==> config.mk <==
export PLATFORM = sky130hd
export DESIGN_NAME = rafc_frame_track
export DESIGN_NICKNAME = d
export VERILOG_FILES = /design/src/sv/rafc_pkg.sv /design/src/sv/rafc_frame_track.sv
export SDC_FILE = /design/constraint.sdc
export NUM_CORES = 1
export LEC_CHECK = 0
export BUFFER_PORTS_ARGS = -buffer_cell sky130_fd_sc_hd__buf_4
export CORE_ASPECT_RATIO = 1.2
export CORE_MARGIN = 4
export CORE_UTILIZATION = 35
export DETAILED_ROUTE_END_ITERATION = 8
export GPL_TIMING_DRIVEN = 0
export SLEW_MARGIN = 10
export SYNTH_ARGS = -nofsm -noshare
export SYNTH_HDL_FRONTEND = slang
export SYNTH_SLANG_ARGS = --single-unit
==> constraint.sdc <==
create_clock -name i_clk -period 5.18 [get_ports i_clk]
set_input_delay 1.554 -clock i_clk [delete_from_list [all_inputs] [get_ports i_clk]]
set_output_delay 1.554 -clock i_clk [all_outputs]
set_load 0.01 [all_outputs]
==> src/sv/rafc_pkg.sv <==
package rafc_pkg;

    // Framing characters
    localparam logic [7:0] CH_STX = 8'h02;
    localparam logic [7:0] CH_ETX = 8'h03;
    localparam logic [7:0] CH_GT  = 8'h3E;
    localparam logic [7:0] CH_LF  = 8'h0A;
    localparam logic [7:0] CH_CR  = 8'h0D;

    // Byte positions within a 16-byte frame
    localparam logic [3:0] POS_START     = 4'd0;
    localparam logic [3:0] POS_TAG_FIRST = 4'd1;
    localparam logic [3:0] POS_TAG_LAST  = 4'd10;
    localparam logic [3:0] POS_CKS_FIRST = 4'd11;
    localparam logic [3:0] POS_CKS_LAST  = 4'd12;
    localparam logic [3:0] POS_CR        = 4'd13;
    localparam logic [3:0] POS_LF        = 4'd14;
    localparam logic [3:0] POS_END       = 4'd15;

    // Configuration register indexes
    localparam int unsigned CFG_IDX_W = 2;
    localparam logic [CFG_IDX_W-1:0] CFG_MODE       = 2'd0;
    localparam logic [CFG_IDX_W-1:0] CFG_PORT_FIRST = 2'd1;
    localparam logic [CFG_IDX_W-1:0] CFG_PORT_LAST  = 2'd2;
    localparam logic [CFG_IDX_W-1:0] CFG_PORT_POS   = 2'd3;

    localparam logic [7:0] PORT_FIRST_RST = 8'd65;
    localparam logic [7:0] PORT_LAST_RST  = 8'd90;

    typedef struct packed {
        logic       concentrator_mode;
        logic [7:0] port_first;
        logic [7:0] port_last;
        logic [3:0] port_position;
    } t_cfg;

    typedef struct packed {
        logic        frame_valid;
        logic        checksum_ok;
        logic [39:0] tag_id;
        logic [7:0]  received_checksum;
        logic [7:0]  port_char;
        logic        init_message;
    } t_result;

    typedef struct packed {
        logic       bad;
        logic [3:0] value;
    } t_hex;

    // Decode one ASCII hex digit; anything else flags bad and reads as zero
    function automatic t_hex hex_decode(input logic [7:0] c);
        t_hex       h;
        logic [7:0] d;
        h = '0;
        d = 8'h00;
        if (c >= 8'h30 && c <= 8'h39) begin
            d       = c - 8'h30;
            h.value = d[3:0];
        end else if (c >= 8'h41 && c <= 8'h46) begin
            d       = c - 8'h37;
            h.value = d[3:0];
        end else if (c >= 8'h61 && c <= 8'h66) begin
            d       = c - 8'h57;
            h.value = d[3:0];
        end else begin
            h.bad = 1'b1;
        end
        return h;
    endfunction

endpackage

==> src/sv/rafc_frame_track.sv <==
module rafc_frame_track (
    input  logic              i_clk,
    input  logic              i_rst_n,
    input  rafc_pkg::t_cfg    i_cfg,
    input  logic [7:0]        i_byte,
    input  logic              i_step,
    output logic              o_emit,
    output rafc_pkg::t_result o_result
);
    import rafc_pkg::*;

    logic [3:0]  r_byte_count, n_byte_count;
    logic [39:0] r_tag_shift, n_tag_shift;
    logic [7:0]  r_check_shift, n_check_shift;
    logic [7:0]  r_port_capture, n_port_capture;
    logic        r_start_ok, n_start_ok;
    logic        r_trailer_ok, n_trailer_ok;
    logic        r_hex_error, n_hex_error;

    logic        is_init;
    t_hex        hx;
    logic [7:0]  tag_xor;
    logic        cks;
    logic        head;
    logic        tail;

    assign is_init = (r_byte_count == POS_START) && i_cfg.concentrator_mode &&
                     (i_byte == CH_GT);
    assign hx = hex_decode(i_byte);

    // Updated frame state after taking this byte
    always_comb begin
        n_tag_shift    = r_tag_shift;
        n_check_shift  = r_check_shift;
        n_port_capture = r_port_capture;
        n_start_ok     = r_start_ok;
        n_trailer_ok   = r_trailer_ok;
        n_hex_error    = r_hex_error;
        n_byte_count   = r_byte_count + 4'd1;

        if (r_byte_count == POS_START) begin
            n_tag_shift    = '0;
            n_check_shift  = '0;
            n_port_capture = '0;
            n_trailer_ok   = 1'b0;
            n_hex_error    = 1'b0;
            n_start_ok     = (i_byte == CH_STX);
        end
        if (r_byte_count == i_cfg.port_position) begin
            n_port_capture = i_byte;
        end
        if (r_byte_count >= POS_TAG_FIRST && r_byte_count <= POS_TAG_LAST) begin
            n_tag_shift = {r_tag_shift[35:0], hx.value};
            n_hex_error = r_hex_error | hx.bad;
        end else if (r_byte_count >= POS_CKS_FIRST && r_byte_count <= POS_CKS_LAST) begin
            n_check_shift = {r_check_shift[3:0], hx.value};
            n_hex_error   = r_hex_error | hx.bad;
        end else if (r_byte_count == POS_CR) begin
            n_trailer_ok = (i_byte == CH_CR);
        end else if (r_byte_count == POS_LF) begin
            n_trailer_ok = r_trailer_ok & (i_byte == CH_LF);
        end
    end

    // Frame verdict, valid on the closing byte
    assign tag_xor = r_tag_shift[39:32] ^ r_tag_shift[31:24] ^ r_tag_shift[23:16] ^
                     r_tag_shift[15:8] ^ r_tag_shift[7:0];
    assign cks  = (tag_xor == r_check_shift) && !r_hex_error;
    assign head = i_cfg.concentrator_mode ?
                  ((n_port_capture >= i_cfg.port_first) &&
                   (n_port_capture <= i_cfg.port_last)) : r_start_ok;
    assign tail = i_cfg.concentrator_mode ? (i_byte == CH_GT) : (i_byte == CH_ETX);

    assign o_emit = is_init || (r_byte_count == POS_END);

    always_comb begin
        o_result = '0;
        if (is_init) begin
            o_result.init_message = 1'b1;
        end else begin
            o_result.frame_valid       = head & tail & r_trailer_ok & cks;
            o_result.checksum_ok       = cks;
            o_result.tag_id            = r_tag_shift;
            o_result.received_checksum = r_check_shift;
            o_result.port_char         = n_port_capture;
        end
    end

    always_ff @(posedge i_clk) begin
        if (!i_rst_n) begin
            r_byte_count   <= '0;
            r_tag_shift    <= '0;
            r_check_shift  <= '0;
            r_port_capture <= '0;
            r_start_ok     <= 1'b0;
            r_trailer_ok   <= 1'b0;
            r_hex_error    <= 1'b0;
        end else if (i_step && !is_init) begin
            r_byte_count   <= n_byte_count;
            r_tag_shift    <= n_tag_shift;
            r_check_shift  <= n_check_shift;
            r_port_capture <= n_port_capture;
            r_start_ok     <= n_start_ok;
            r_trailer_ok   <= n_trailer_ok;
            r_hex_error    <= n_hex_error;
        end
    end

endmodule

==> metrics.md <==
| Metric | Value |
|---|---|
| Sequential area share after synthesis | `29.9%` |
| Clk_skew | `0.00754 ns` |
| Layout cell share with drive strength beyond 1 | `25.9%` |
| DR vias | `3659` |
| H-tree Lvls | `3` |
| Comb pwr share | `15.3%` |
| Drt pass-1 iters | `4` |
| Sequential share of power | `36.4%` |
| Post-Synthesis Cells | `477` |
| I/O pin count | `92` |
| Area leader, netlist | `dfxtp_1` |
| Std cell rows | `43` |
| WL per Instance | `16.0 um` |
| Placed Instance Area | `0.00508 mm2` |
| Clock transition at the registers of the reported paths | `0.06 ns` |
| Area of the multi-input gates | `0.00273 mm2` |
| Gpl congestion | `0.865` |
| GRT Resource Usage Total | `17.7%` |
| Worst Setup End Kind | `output port` |
| FF-to-FF Start | `r_byte_count[0]` |
| CTS tree | `yes` |
| Placed insts | `723` |
| Grt ovf | `0` |
| Die footprint | `0.0139 mm2` |
| Worst Path Arrival | `3.78 ns` |
| Relative slew margins | `65.0%` |
| Area delta synth->final | `31.3%` |
| Worst path cell trace | `buf_4 -> xnor2_2 -> nand4_1 -> buf_6 -> mux2_4 -> inv_4 -> ha_4 -> nor2b_2 -> o211ai_1 -> a21o_1 -> a211oi_1 -> a2111oi_2 -> buf_4` |
| Antenna-violating nets left | `0` |
| Vias/cell | `4.92` |
| Diodes inserted | `0` |
| Dpl ws | `-0.489 ns` |
| Critical path class | `in2out` |
| Unrepaired setup endpoints after global routing | `yes` |
| Worst-Skew Late Latency | `0.33 ns` |
| Dominant synthesized flop cell | `dfxtp_1` |
| Total CTS buffers | `9` |
| Max Freq | `188 MHz` |
| Largest net degree at the start of global routing | `13` |
| RR Endpoint | `r_check_shift[3]` |
| Post-Syn Area per Cell | `8.83 um2` |
| Die boundary width | `108 um` |
| Post-DP HPWL | `9.17 mm` |
| LEAKAGE | `2.54 nW` |
| Synth Area in XOR/XNOR | `10.6%` |
| Fin nets | `638` |
| Period minus WS final | `5.33 ns` |
| Number of enable flip-flop cells after synthesis | `0` |
| Core ar. | `0.0117 mm2` |
| Biggest cell delay along the critical path | `0.33 ns` |
| Type of origin of the critical path | `primary input` |
| Max_cap viols | `0` |
| VDD IR-drop max | `0.000155 V` |
| Max clock buf depth | `2` |
| Reg area | `0.00126 mm2` |
| Ys async rst share | `0%` |
| Port buffer count | `89` |
| Number of global-route vias before repair | `3864` |
| Root Driver | `clkbuf_16` |
| Share of the synthesized area in the top cell type | `29.9%` |
| Pwr dens | `248 mW/mm2` |
| Worst-path fanout max | `5` |
| CTS Hold Buffers Added | `0` |
| Violated checks | `setup timing` |
| Distinct cells, synth | `53` |
| Clock power frac | `48.3%` |
| Post-synth top cells | `nor2b_1 (89), dfxtp_1 (63), a22oi_1 (37)` |
| Synth Area in Simple Gates | `24.6%` |
| Most common cell in the netlist | `nor2b_1` |
| Mapped Area | `0.00421 mm2` |
| Sw frac | `26.2%` |
| DRC | `0` |
| # clock sinks | `63` |
| Hold crit path type | `reg2reg` |
| WHS Endpoint | `r_hex_error` |
| Synth Area in Compound Gates | `16.5%` |
| Synth Area in Adders | `7.43%` |
| Fillers | `1158` |
| Main combinational cell family by area after synthesis | `simple AND/OR/NAND/NOR gates` |
| Max-slew violations | `0` |
| Period utilisation layout | `103%` |
| Starting Density | `36.1%` |
| Hold slack | `0.483 ns` |
| R2r setup slk | `2.75 ns` |
| Final setup fails | `1` |
| Height of the die | `128 um` |
| Crit path top cell by count | `buf_4` |
| Top cells by area, synth | `dfxtp_1 (30%), nor2b_1 (13%), ha_1 (7.4%)` |
| Non-filler cells, final | `743` |
| Initial antenna violation count | `0` |
| CP required | `3.63 ns` |
| Mux share of post-synthesis cell area | `3.39%` |
| FF+latch count, synth | `63` |
| Post-route setup slack | `-0.152 ns` |
| Post-route cell area | `0.00553 mm2` |
| Slowest-stage cell, CP | `mux2_4` |
| Internal power | `1.01 mW` |
| Worst hold path depth | `2` |
| Worst-margin pin slew | `0.525 ns` |
| Hold Fails Final Rpt | `0` |
| Status | `finished with violations` |
| YS warnings | `0` |
| Routed wire length | `11.9 mm` |
| Worst Min Path Start | `r_hex_error` |
| First-pass GRT wire length | `19.3 mm` |
| Drt initial violations | `161` |
| R2R depth | `7` |
| Syn Nets | `534` |
| Net Sw Power | `359 uW` |
-- cells in the final DEF (no fill, tap or decap), types with 5 or more instances in the layout --
cell type  instances
clkbuf_16          9
a22oi_1           37
nand4_1            8
clkbuf_1          11
mux2i_1            6
buf_6              8
nor3_1             6
xnor2_1           29
dfxtp_1           63
nor2b_1           88
nor2_1            25
buf_2             12
and2_1             5
o21ai_0            5
nand2_1           18
mux2i_2            5
inv_1             32
nand3_1            5
a21oi_1            6
ha_1              24
and3_1             7
o211a_1            7
buf_4             94
o21a_1             9
xnor3_1            7
-- per-stage QoR --
step / util [%] / power [mW] / setup TNS (ns)
floorplan: - / 0.636 / 0
global placement: 43.5 / 0.700 / -0.375
detailed placement: 43.5 / 0.705 / -0.489
CTS: 47.2 / 1.38 / -0.221
global route: 47.4 / 1.42 / -0.390
finish: 47.4 / 1.37 / -0.152
-- cell type report --
type | count | area share, %
Buffer | 32 | 3.60
Clock buffer | 10 | 4.14
Clock inverter | 6 | 1.70
Inverter | 33 | 2.29
Multi-Input combinational cell | 349 | 49.3
Sequential cell | 63 | 22.8
Tap cell | 157 | 3.55
Timing Repair Buffer | 93 | 12.6
-- how the worst max path moves through the flow --
stage                        end  depth (start not counted)  startpoint  slack, ns
floorplan           o_result[58]                         11    i_cfg[3]       0.08
global placement    o_result[58]                         12    i_cfg[3]      -0.38
detailed placement  o_result[58]                         13    i_cfg[2]      -0.49
CTS                 o_result[58]                         12    i_cfg[2]      -0.22
global route        o_result[58]                         13    i_cfg[0]      -0.39
finish              o_result[58]                         13    i_cfg[2]      -0.15
-- logic make-up after synthesis --
kind of cell | after synthesis
AOI/OAI and AO/OA | 89
xor gates and xnor gates | 40
adders and majority gates | 25
buffers and inverters | 65
DFF | 63
muxes | 14
and+or+nand+nor | 181
-- state kept, by name, indices dropped and copies added, names as in the netlist --
name / count
r_check_shift: 8
r_hex_error: 1
r_start_ok: 1
r_trailer_ok: 1
r_port_capture: 8
r_byte_count: 4
r_tag_shift: 40
-- critical path, delay by kind of cell --
family | cells | cell delay (ns)
AOI/OAI and AO/OA | 4 | 0.68
muxes | 1 | 0.33
xor gates and xnor gates | 1 | 0.12
and+or+nand+nor | 2 | 0.33
adders and majority gates | 1 | 0.19
buffers and inverters | 4 | 0.58
-- metal layers --
layer  wire [um]  track usage (%)
met5           0                0
met2        6360             33.3
met3         497             3.27
met1        4930             20.2
met4         130             4.53
-- timing repair --
action                                  in CTS  in global routing
resized for setup                           18                  2
setup buffers                                3                  0
endpoints found under the setup margin       1                  1
gates cloned                                 1                  0
hold endpoints to repair                     0                  0
pin swaps                                    4                  0
-- power by group through the flow --
stage / Sequential (mW) / Clock, mW / Combinational [mW]
global route: 0.500 / 0.693 / 0.231
CTS: 0.499 / 0.673 / 0.209
finish: 0.499 / 0.662 / 0.210
global placement: 0.509 / 0 / 0.192
detailed placement: 0.509 / 0 / 0.196
floorplan: 0.507 / 0 / 0.129
Note: power is estimated with default switching activity, not from simulation.
